## src/rtl/dwmo_pkg.sv

```systemverilog
// Shared types and constants of the min-aware deque: sizes, operation and
// status codes, controller states, and the command/status bundles.
// No dependencies.
`default_nettype none

package dwmo_pkg;

   localparam int DEPTH = 16;
   localparam int AW    = $clog2(DEPTH);
   localparam int CW    = $clog2(DEPTH + 1);

   typedef enum logic [2:0] {
      OP_PUSH_FRONT = 3'd0,
      OP_PUSH_BACK  = 3'd1,
      OP_POP_FRONT  = 3'd2,
      OP_POP_BACK   = 3'd3,
      OP_READ       = 3'd4,
      OP_DEL_MIN    = 3'd5,
      OP_SCALE_MIN  = 3'd6,
      OP_STATUS     = 3'd7
   } dwmo_op_type;

   typedef enum logic [1:0] {
      STAT_OK    = 2'd0,
      STAT_EMPTY = 2'd1,
      STAT_RANGE = 2'd2,
      STAT_FULL  = 2'd3
   } dwmo_status_type;

   typedef enum logic [3:0] {
      S_IDLE,
      S_EXEC,
      S_SCAN,
      S_SCAN_DRAIN,
      S_SHIFT_INIT,
      S_SHIFT,
      S_SHIFT_DRAIN,
      S_DROP,
      S_MUL,
      S_SCALE,
      S_SCALE_DRAIN,
      S_RESULT
   } dwmo_state_type;

   typedef enum logic [3:0] {
      ACT_NONE,
      ACT_LOAD,
      ACT_PUSH,
      ACT_FETCH,
      ACT_CLEAR,
      ACT_SCAN,
      ACT_SHIFT_INIT,
      ACT_SHIFT,
      ACT_MUL,
      ACT_SCALE,
      ACT_DROP,
      ACT_RESULT
   } dwmo_act_type;

   // controller -> datapath
   typedef struct packed {
      dwmo_act_type act;
      logic         issue;   // read the entry at the scan index, advance it
      logic         check;   // latch the request's status code
   } dwmo_cmd_type;

   // datapath -> controller
   typedef struct packed {
      dwmo_op_type op;
      logic        fail;       // request would be refused
      logic        few;        // fewer than two entries
      logic        empty;
      logic        tail_none;  // last minimum sits at the back
      logic        at_last;    // scan index on the back entry
      logic        past;       // scan index beyond the back entry
   } dwmo_stat_type;

endpackage

`default_nettype wire

```

## src/rtl/dwmo_dp.sv

```systemverilog
// Datapath of the min-aware deque: ring store, pointers, scan registers,
// multiplier and result registers. Driven by commands from dwmo_ctrl.
// Depends on dwmo_pkg.
`default_nettype none

module dwmo_dp
   import dwmo_pkg::*;
(
   input  logic                 clock,
   input  logic                 reset,
   input  dwmo_cmd_type         cmd,
   input  logic [2:0]           req_operation,
   input  logic signed [31:0]   req_value,
   input  logic [3:0]           req_position,
   input  logic signed [31:0]   req_factor,
   output dwmo_stat_type        stat,
   output logic signed [31:0]   rsp_data,
   output logic [CW-1:0]        rsp_count,
   output logic [1:0]           rsp_status
);

   function automatic logic [AW-1:0] slot(input logic [AW-1:0] base,
                                          input logic [CW-1:0] off);
      logic [CW:0] s;
      s = (CW+1)'(base) + (CW+1)'(off);
      if (s >= (CW+1)'(DEPTH)) begin
         s = s - (CW+1)'(DEPTH);
      end
      return s[AW-1:0];
   endfunction

   logic [31:0] mem_ff [DEPTH];
   logic [31:0] rdata_ff;

   dwmo_op_type     op_ff, op_in;
   logic [31:0]     val_ff, val_in;
   logic [3:0]      pos_ff, pos_in;
   logic [31:0]     fac_ff, fac_in;
   logic [AW-1:0]   front_ff, front_in;
   logic [CW-1:0]   count_ff, count_in;
   logic [CW-1:0]   idx_ff, idx_in;
   logic            lag_ff, lag_in;
   logic [AW-1:0]   lag_idx_ff, lag_idx_in;
   logic [31:0]     min_ff, min_in;
   logic [AW-1:0]   last_ff, last_in;
   logic [31:0]     prod_ff, prod_in;
   dwmo_status_type st_ff, st_in, st_calc;
   logic [31:0]     out_data_ff, out_data_in;
   logic [CW-1:0]   out_count_ff, out_count_in;
   dwmo_status_type out_st_ff, out_st_in;

   logic            rd_en, wr_en;
   logic [AW-1:0]   rd_addr, wr_addr;
   logic [31:0]     wr_data;
   logic [31:0]     mul_w;
   logic [AW-1:0]   front_dec, front_inc;

   // low half of the product is the same for signed and unsigned operands
   assign mul_w     = min_ff * fac_ff;
   assign front_dec = (front_ff == '0) ? AW'(DEPTH - 1) : front_ff - AW'(1);
   assign front_inc = (front_ff == AW'(DEPTH - 1)) ? '0 : front_ff + AW'(1);

   always_comb begin
      unique case (op_ff)
         OP_PUSH_FRONT, OP_PUSH_BACK:
            st_calc = (count_ff == CW'(DEPTH)) ? STAT_FULL : STAT_OK;
         OP_POP_FRONT, OP_POP_BACK:
            st_calc = (count_ff == '0) ? STAT_EMPTY : STAT_OK;
         OP_READ:
            st_calc = (CW'(pos_ff) >= count_ff) ? STAT_RANGE : STAT_OK;
         default:
            st_calc = STAT_OK;
      endcase
   end

   assign stat.op        = op_ff;
   assign stat.fail      = (st_calc != STAT_OK);
   assign stat.few       = (count_ff <= CW'(1));
   assign stat.empty     = (count_ff == '0);
   assign stat.tail_none = ((CW'(last_ff) + CW'(1)) >= count_ff);
   assign stat.at_last   = (idx_ff == count_ff - CW'(1));
   assign stat.past      = (idx_ff >= count_ff);

   always_comb begin
      op_in        = op_ff;
      val_in       = val_ff;
      pos_in       = pos_ff;
      fac_in       = fac_ff;
      front_in     = front_ff;
      count_in     = count_ff;
      idx_in       = idx_ff;
      min_in       = min_ff;
      last_in      = last_ff;
      prod_in      = prod_ff;
      st_in        = st_ff;
      out_data_in  = out_data_ff;
      out_count_in = out_count_ff;
      out_st_in    = out_st_ff;
      rd_en        = 1'b0;
      rd_addr      = front_ff;
      wr_en        = 1'b0;
      wr_addr      = front_ff;
      wr_data      = val_ff;
      lag_in       = cmd.issue;
      lag_idx_in   = idx_ff[AW-1:0];

      if (cmd.check) begin
         st_in = st_calc;
      end

      unique case (cmd.act)
         ACT_LOAD: begin
            op_in  = dwmo_op_type'(req_operation);
            val_in = req_value;
            pos_in = req_position;
            fac_in = req_factor;
         end
         ACT_PUSH: begin
            wr_en    = 1'b1;
            count_in = count_ff + CW'(1);
            if (op_ff == OP_PUSH_FRONT) begin
               front_in = front_dec;
               wr_addr  = front_dec;
            end else begin
               wr_addr  = slot(front_ff, count_ff);
            end
         end
         ACT_FETCH: begin
            rd_en = 1'b1;
            if (op_ff == OP_POP_FRONT) begin
               rd_addr  = front_ff;
               front_in = front_inc;
               count_in = count_ff - CW'(1);
            end else if (op_ff == OP_POP_BACK) begin
               rd_addr  = slot(front_ff, count_ff - CW'(1));
               count_in = count_ff - CW'(1);
            end else begin
               rd_addr  = slot(front_ff, CW'(pos_ff));
            end
         end
         ACT_CLEAR: begin
            idx_in = '0;
         end
         ACT_SCAN: begin
            // running minimum; ties move the last-occurrence mark back
            if (lag_ff) begin
               if (lag_idx_ff == '0 || $signed(rdata_ff) < $signed(min_ff)) begin
                  min_in  = rdata_ff;
                  last_in = lag_idx_ff;
               end else if (rdata_ff == min_ff) begin
                  last_in = lag_idx_ff;
               end
            end
         end
         ACT_SHIFT_INIT: begin
            idx_in = CW'(last_ff) + CW'(2);
         end
         ACT_SHIFT: begin
            // move each entry one place toward the front
            if (lag_ff) begin
               wr_en   = 1'b1;
               wr_addr = slot(front_ff, CW'(lag_idx_ff) - CW'(1));
               wr_data = rdata_ff;
            end
         end
         ACT_MUL: begin
            prod_in = mul_w;
            idx_in  = '0;
         end
         ACT_SCALE: begin
            if (lag_ff && rdata_ff == min_ff) begin
               wr_en   = 1'b1;
               wr_addr = slot(front_ff, CW'(lag_idx_ff));
               wr_data = prod_ff;
            end
         end
         ACT_DROP: begin
            count_in = count_ff - CW'(1);
         end
         ACT_RESULT: begin
            out_count_in = count_ff;
            out_st_in    = st_ff;
            if ((op_ff == OP_POP_FRONT || op_ff == OP_POP_BACK || op_ff == OP_READ)
                && st_ff == STAT_OK) begin
               out_data_in = rdata_ff;
            end else begin
               out_data_in = '0;
            end
         end
         default: begin
         end
      endcase

      if (cmd.issue) begin
         rd_en   = 1'b1;
         rd_addr = slot(front_ff, idx_ff);
         idx_in  = idx_ff + CW'(1);
      end
   end

   always_ff @(posedge clock) begin
      if (wr_en) begin
         mem_ff[wr_addr] <= wr_data;
      end
      if (rd_en) begin
         rdata_ff <= mem_ff[rd_addr];
      end
   end

   always_ff @(posedge clock) begin
      if (reset) begin
         front_ff <= '0;
         count_ff <= '0;
         idx_ff   <= '0;
         lag_ff   <= 1'b0;
      end else begin
         front_ff <= front_in;
         count_ff <= count_in;
         idx_ff   <= idx_in;
         lag_ff   <= lag_in;
      end
   end

   always_ff @(posedge clock) begin
      op_ff        <= op_in;
      val_ff       <= val_in;
      pos_ff       <= pos_in;
      fac_ff       <= fac_in;
      lag_idx_ff   <= lag_idx_in;
      min_ff       <= min_in;
      last_ff      <= last_in;
      prod_ff      <= prod_in;
      st_ff        <= st_in;
      out_data_ff  <= out_data_in;
      out_count_ff <= out_count_in;
      out_st_ff    <= out_st_in;
   end

   assign rsp_data   = out_data_ff;
   assign rsp_count  = out_count_ff;
   assign rsp_status = out_st_ff;

endmodule

`default_nettype wire

```

## src/rtl/dwmo_ctrl.sv

```systemverilog
// Controller of the min-aware deque: sequences each request through the
// datapath and owns both handshakes. Depends on dwmo_pkg.
`default_nettype none

module dwmo_ctrl
   import dwmo_pkg::*;
(
   input  logic          clock,
   input  logic          reset,
   input  logic          req_valid,
   output logic          req_stall,
   output logic          rsp_valid,
   input  logic          rsp_stall,
   input  dwmo_stat_type stat,
   output dwmo_cmd_type  cmd
);

   dwmo_state_type state_ff, state_in;
   logic           rsp_valid_ff, rsp_valid_in;
   logic           load;

   assign load = (state_ff == S_RESULT) && (!rsp_valid_ff || !rsp_stall);

   always_comb begin
      state_in = state_ff;
      unique case (state_ff)
         S_IDLE:
            if (req_valid) begin
               state_in = S_EXEC;
            end
         S_EXEC: begin
            unique case (stat.op)
               OP_DEL_MIN:   state_in = stat.few ? S_RESULT : S_SCAN;
               OP_SCALE_MIN: state_in = stat.empty ? S_RESULT : S_SCAN;
               default:      state_in = S_RESULT;
            endcase
         end
         S_SCAN:
            if (stat.at_last) begin
               state_in = S_SCAN_DRAIN;
            end
         S_SCAN_DRAIN:
            state_in = (stat.op == OP_DEL_MIN) ? S_SHIFT_INIT : S_MUL;
         S_SHIFT_INIT:
            state_in = stat.tail_none ? S_RESULT : S_SHIFT;
         S_SHIFT: begin
            priority if (stat.past) begin
               state_in = S_DROP;
            end else if (stat.at_last) begin
               state_in = S_SHIFT_DRAIN;
            end
         end
         S_SHIFT_DRAIN: state_in = S_DROP;
         S_DROP:        state_in = S_RESULT;
         S_MUL:         state_in = S_SCALE;
         S_SCALE:
            if (stat.at_last) begin
               state_in = S_SCALE_DRAIN;
            end
         S_SCALE_DRAIN: state_in = S_RESULT;
         S_RESULT:
            if (load) begin
               state_in = S_IDLE;
            end
         default:       state_in = S_IDLE;
      endcase
   end

   always_comb begin
      cmd.act   = ACT_NONE;
      cmd.issue = 1'b0;
      cmd.check = 1'b0;
      unique case (state_ff)
         S_IDLE:
            if (req_valid) begin
               cmd.act = ACT_LOAD;
            end
         S_EXEC: begin
            cmd.check = 1'b1;
            unique case (stat.op)
               OP_PUSH_FRONT, OP_PUSH_BACK:
                  cmd.act = stat.fail ? ACT_NONE : ACT_PUSH;
               OP_POP_FRONT, OP_POP_BACK, OP_READ:
                  cmd.act = stat.fail ? ACT_NONE : ACT_FETCH;
               OP_DEL_MIN:
                  cmd.act = stat.few ? ACT_NONE : ACT_CLEAR;
               OP_SCALE_MIN:
                  cmd.act = stat.empty ? ACT_NONE : ACT_CLEAR;
               default:
                  cmd.act = ACT_NONE;
            endcase
         end
         S_SCAN: begin
            cmd.act   = ACT_SCAN;
            cmd.issue = 1'b1;
         end
         S_SCAN_DRAIN:  cmd.act = ACT_SCAN;
         S_SHIFT_INIT:  cmd.act = ACT_SHIFT_INIT;
         S_SHIFT: begin
            cmd.act   = ACT_SHIFT;
            cmd.issue = !stat.past;
         end
         S_SHIFT_DRAIN: cmd.act = ACT_SHIFT;
         S_DROP:        cmd.act = ACT_DROP;
         S_MUL:         cmd.act = ACT_MUL;
         S_SCALE: begin
            cmd.act   = ACT_SCALE;
            cmd.issue = 1'b1;
         end
         S_SCALE_DRAIN: cmd.act = ACT_SCALE;
         S_RESULT:
            if (load) begin
               cmd.act = ACT_RESULT;
            end
         default:       cmd.act = ACT_NONE;
      endcase
   end

   assign rsp_valid_in = load ? 1'b1 : (rsp_valid_ff && rsp_stall);

   always_ff @(posedge clock) begin
      if (reset) begin
         state_ff     <= S_IDLE;
         rsp_valid_ff <= 1'b0;
      end else begin
         state_ff     <= state_in;
         rsp_valid_ff <= rsp_valid_in;
      end
   end

   assign req_stall = (state_ff != S_IDLE);
   assign rsp_valid = rsp_valid_ff;

endmodule

`default_nettype wire

```

## src/rtl/deque_with_min_operations.sv

```systemverilog
// Top level of the min-aware double-ended queue.
// Depends on dwmo_pkg, dwmo_ctrl and dwmo_dp.
//
// Usage:
//  - Request channel (req_*): operation, value, position, factor. A request
//    is taken at a clock edge with req_valid high and req_stall low.
//    req_stall is high while a request is in flight.
//  - Response channel (rsp_*): exactly one response per request, carrying
//    data (popped or read value, else zero), count after the operation and
//    status (ok, empty, index out of range, full).
//  - The min operations walk the ring store twice through its single read
//    port, one entry per cycle: a scan for the minimum, then a shift or a
//    scaling pass. A new request is taken only once the previous one has
//    finished and its response has gone into the output register.
//  - The response sits in an output register: while rsp_stall holds it,
//    the next request is still taken and worked on; its result waits.
//  - Reset (synchronous, active high) empties the queue and drops any
//    pending response. Stored values are not cleared.
`default_nettype none

module deque_with_min_operations
   import dwmo_pkg::*;
(
   input  logic                clock,
   input  logic                reset,
   input  logic                req_valid,
   output logic                req_stall,
   input  logic [2:0]          req_operation,
   input  logic signed [31:0]  req_value,
   input  logic [3:0]          req_position,
   input  logic signed [31:0]  req_factor,
   output logic                rsp_valid,
   input  logic                rsp_stall,
   output logic signed [31:0]  rsp_data,
   output logic [4:0]          rsp_count,
   output logic [1:0]          rsp_status
);

   dwmo_cmd_type  cmd;
   dwmo_stat_type stat;

   // sequence each request: check, then single ops or scan/shift/scale passes
   dwmo_ctrl u_ctrl (
      .clock     (clock),
      .reset     (reset),
      .req_valid (req_valid),
      .req_stall (req_stall),
      .rsp_valid (rsp_valid),
      .rsp_stall (rsp_stall),
      .stat      (stat),
      .cmd       (cmd)
   );

   // hold the ring store, pointers, running minimum and response registers
   dwmo_dp u_dp (
      .clock         (clock),
      .reset         (reset),
      .cmd           (cmd),
      .req_operation (req_operation),
      .req_value     (req_value),
      .req_position  (req_position),
      .req_factor    (req_factor),
      .stat          (stat),
      .rsp_data      (rsp_data),
      .rsp_count     (rsp_count),
      .rsp_status    (rsp_status)
   );

endmodule

`default_nettype wire

```

## config.mk

```make
export PLATFORM = sky130hd
export DESIGN_NAME = deque_with_min_operations
export DESIGN_NICKNAME = d
export VERILOG_FILES = /design/src/rtl/dwmo_pkg.sv /design/src/rtl/dwmo_dp.sv /design/src/rtl/dwmo_ctrl.sv /design/src/rtl/deque_with_min_operations.sv
export SDC_FILE = /design/constraint.sdc
export NUM_CORES = 2
export LEC_CHECK = 0
export ABC_AREA = 1
export BUFFER_PORTS_ARGS = -buffer_cell sky130_fd_sc_hd__buf_4
export CAP_MARGIN = 5
export CORE_AREA = 2 2 269 271
export CTS_BUF_LIST = sky130_fd_sc_hd__clkbuf_8
export DETAILED_ROUTE_END_ITERATION = 10
export DIE_AREA = 0 0 271 273
export GPL_ROUTABILITY_DRIVEN = 0
export GPL_TIMING_DRIVEN = 0
export PLACE_DENSITY_LB_ADDON = 0.08
export RECOVER_POWER = 25
export SLEW_MARGIN = 0
export SYNTH_ARGS = -nofsm -noshare
export SYNTH_HDL_FRONTEND = slang
export SYNTH_HIERARCHICAL = 1
export SYNTH_SLANG_ARGS = --single-unit
```

## constraint.sdc

```tcl
create_clock -name clock -period 20.9 [get_ports clock]
set_input_delay 1.045 -clock clock [delete_from_list [all_inputs] [get_ports clock]]
set_output_delay 1.045 -clock clock [all_outputs]
set_load 0.05 [all_outputs]
```

==> flow_summary.ini <==
[yosys]
syn_inst = 5282
synth_seq_cells = 748
synth_most_common_cell = nand2_1
ys_types = 51
syn_area_um2 = 50100
synthTopCellsByArea = edfxtp_1 (43%), fa_1 (17%), nand2_1 (11%), inv_1 (8.7%), ha_1 (4.8%)
synth_area_per_cell_um2 = 9.48
yosysWarningCount = 6
synth_commonest_cells = nand2_1 (1,493), inv_1 (1,162), edfxtp_1 (724)
postSynth.asyncResetShare = 0
synth-seq-area-share = 0.444
yosys.area.top_type = edfxtp_1
synth.net_count = 5964
synth_edf_count = 724
synth_top_area_share = 0.434
synth_flop_cell = edfxtp_1

[timing]
final_max_slew_viol_count = 91
post-route-min-period_ns = 8.65
slew_headroom = -0.317
max_freq_ghz = 0.116
period_share = 0.414
setup_tns_ns = 0
worstMarginPinSlew_ns = 1.98
rsz0062_at_grt = no
hold_viol_final = 0
fin_skew_ns = 0.0640
setup_viol = 0

[floorplan]
rows = 98
initial_core_util = 0.705
die_area_um2 = 74000
die_w_um = 271
coreArea_um2 = 71000
ios = 116
dieHeight_um = 273

[layout]
drive_above_1_share = 0.0689
nNetsFinal = 6243
area_growth_pct = 9.35
fillers = 4828

[grt]
grt_max_degree = 33
antenna_found_initial = 4
grtUsageTotal = 0.394
grt_overflow_total = 0
first_global_vias = 38300
grt_pass1_wl_um = 217000

[setup_path]
critPathRequiredTime_ns = 21.37
criticalPathCategory = flip-flop to flip-flop
cp-start-kind = flip-flop
reg2reg_from = u_dp/min_ff[5]
end_kind = flip-flop
r2r-end = u_dp/prod_ff[31]
rrSetupSlack_ns = 12.25
rr_worst_depth = 26
cp.arrival_ns = 9.12
cp_max_fo = 10

[routing]
wl_per_cell_um = 21.6
routed_wl_um = 143000
drt_iter0_markers = 4572
drc = 0
drt-pass1-iter-count = 8
final_antenna_net_count = 0
vias = 38000
viasPerCell = 5.76

[placed_design]
hpwl_um = 107000
io_buffers = 115

[worst_hold_path]
hold_path_end = u_dp/lag_idx_ff[0]
hp-start = u_dp/idx_ff[0]
hold_path_class = flip-flop to flip-flop
holdPathStages = 0

[cts]
cts_setup_buffers = 0
cts_resized = 0
cts_htree_levels = 3
tritoncts = built
insertion_delay_ns = 0.81
cts_buffers = 117
cts-root-buf = clkbuf_8
clk_path_buf_depth = 3
clock-sinks = 748
postCtsHoldBufs = 0
path_clk_slew_ns = 0.06

[flow_run]
maxCapViolations = 4

[run_status]
violations = max-capacitance violations, max-slew violations
status = finished, violations left
## area by class of cell
cell class,instances,area (um2),share of cell area
multi-input cells,3121,22300,0.408
flip-flops and latches,748,22200,0.406
inverters,1172,4400,0.0804
clock buffers,119,1640,0.0299
repair buffers,160,1240,0.0226
well taps,950,1190,0.0217
plain buffers,241,1190,0.0217
clock inverters,84,524,0.00958
diodes,3,7.51,0.000137
## per-layer routing
layer  vias up  global-route usage  part of all wire
li1      17000                   -                 -
met1     18000               0.477              0.34
met2      2364               0.637              0.46
met3       585              0.0884              0.11
met4         0               0.271             0.079
met5         -                   0                 0
## logic make-up after synthesis
| logic type | synth area share |
|---|---|
| DFF | 0.444 |
| adders and majority gates | 0.214 |
| AOI/OAI and AO/OA | 0.0493 |
| and+or+nand+nor | 0.171 |
| xor gates and xnor gates | 0.0101 |
| buffers and inverters | 0.112 |
## sequential cells by signal, summed over array words and instances, names as in the netlist
| signal | cells |
|---|---|
| u_dp/lag_ff | 1 |
| u_dp/front_ff | 4 |
| u_ctrl/state_ff | 4 |
| u_ctrl/rsp_valid | 1 |
| u_dp/min_ff | 32 |
| u_dp/fac_ff | 32 |
| u_dp/prod_ff | 32 |
| u_dp/st_ff | 2 |
| u_dp/val_ff | 32 |
| u_dp/last_ff | 4 |
| u_dp/count_ff | 5 |
| u_dp/rdata_ff | 32 |
| u_dp/op_ff | 3 |
| u_dp/lag_idx_ff | 4 |
| u_dp/mem_ff | 512 |
| u_dp/rsp_status | 2 |
| u_dp/pos_ff | 4 |
| u_dp/rsp_data | 32 |
| u_dp/idx_ff | 5 |
| u_dp/rsp_count | 5 |
## through the flow
| stage | utilization | hold slack, ns | setup slack [ns] | instance area [um2] | cells |
|---|---|---|---|---|---|
| after floorplan | - | 0.383 | 14.33 | 50100 | 5282 |
| after global placement | 0.734 | 0.412 | 12.49 | 52100 | 6347 |
| after detailed placement | 0.742 | 0.419 | 12.54 | 52700 | 6371 |
| after CTS | 0.773 | 0.412 | 12.50 | 54900 | 6574 |
| after global routing | 0.771 | 0.443 | 12.15 | 54700 | 6596 |
| final | 0.771 | 0.430 | 12.25 | 54700 | 6598 |
## layout by cell type (no fill, tap or decap), types with 5 or more instances in the layout
master	count
or2_2	9
buf_2	63
or2_0	27
xor2_1	38
fa_1	413
clkinv_2	11
o21bai_1	9
nand2_1	1494
clkbuf_1	180
nand3b_1	11
buf_4	30
clkbuf_2	7
nor3_1	9
edfxtp_1	724
nand4_1	11
or2_1	57
buf_16	5
clkbuf_8	119
nand3_1	303
buf_1	20
buf_6	24
o21ai_0	85
clkbuf_4	60
inv_1	1195
buf_12	12
dfxtp_1	24
nor2_4	17
xnor2_1	20
clkinv_1	29
nor2_1	115
nand2_2	5
a21o_1	6
inv_2	8
a21oi_1	77
o211ai_1	180
o21a_1	7
ha_1	194
## worst max-delay path by stage
stage	endpoint	slack, ns	from
2_1_floorplan	u_dp/prod_ff[26]	14.33	u_dp/fac_ff[6]
3_3_place_gp	u_dp/val_ff[24]	12.49	u_dp/count_ff[1]
3_5_place_dp	u_dp/prod_ff[31]	12.54	u_dp/min_ff[5]
4_1_cts	u_dp/prod_ff[31]	12.50	u_dp/min_ff[5]
5_1_grt	u_dp/prod_ff[31]	12.15	u_dp/min_ff[3]
6_report	u_dp/prod_ff[31]	12.25	u_dp/min_ff[5]
## worst max-delay path, stage by stage (launching register included)
cell and delay [ns]:
edfxtp_1 0.33, clkbuf_1 0.90, buf_1 1.02, nand2_1 0.16
fa_1 0.54, inv_1 0.05, fa_1 0.47, inv_1 0.05
fa_1 0.49, fa_1 0.55, inv_1 0.05, fa_1 0.51
fa_1 0.44, fa_1 0.60, fa_1 0.47, ha_1 0.38
nand2_1 0.13, nor2_1 0.16, nand2_1 0.10, nor4_1 0.19
nand2_1 0.13, nand2_1 0.17, nand3_1 0.10, nand2_1 0.09
inv_1 0.04, nand3_1 0.07, nand2_1 0.14
Power is left out: the tool's default activity adds up to more than one toggle a clock period on the data nets, which glitch-free logic cannot reach.
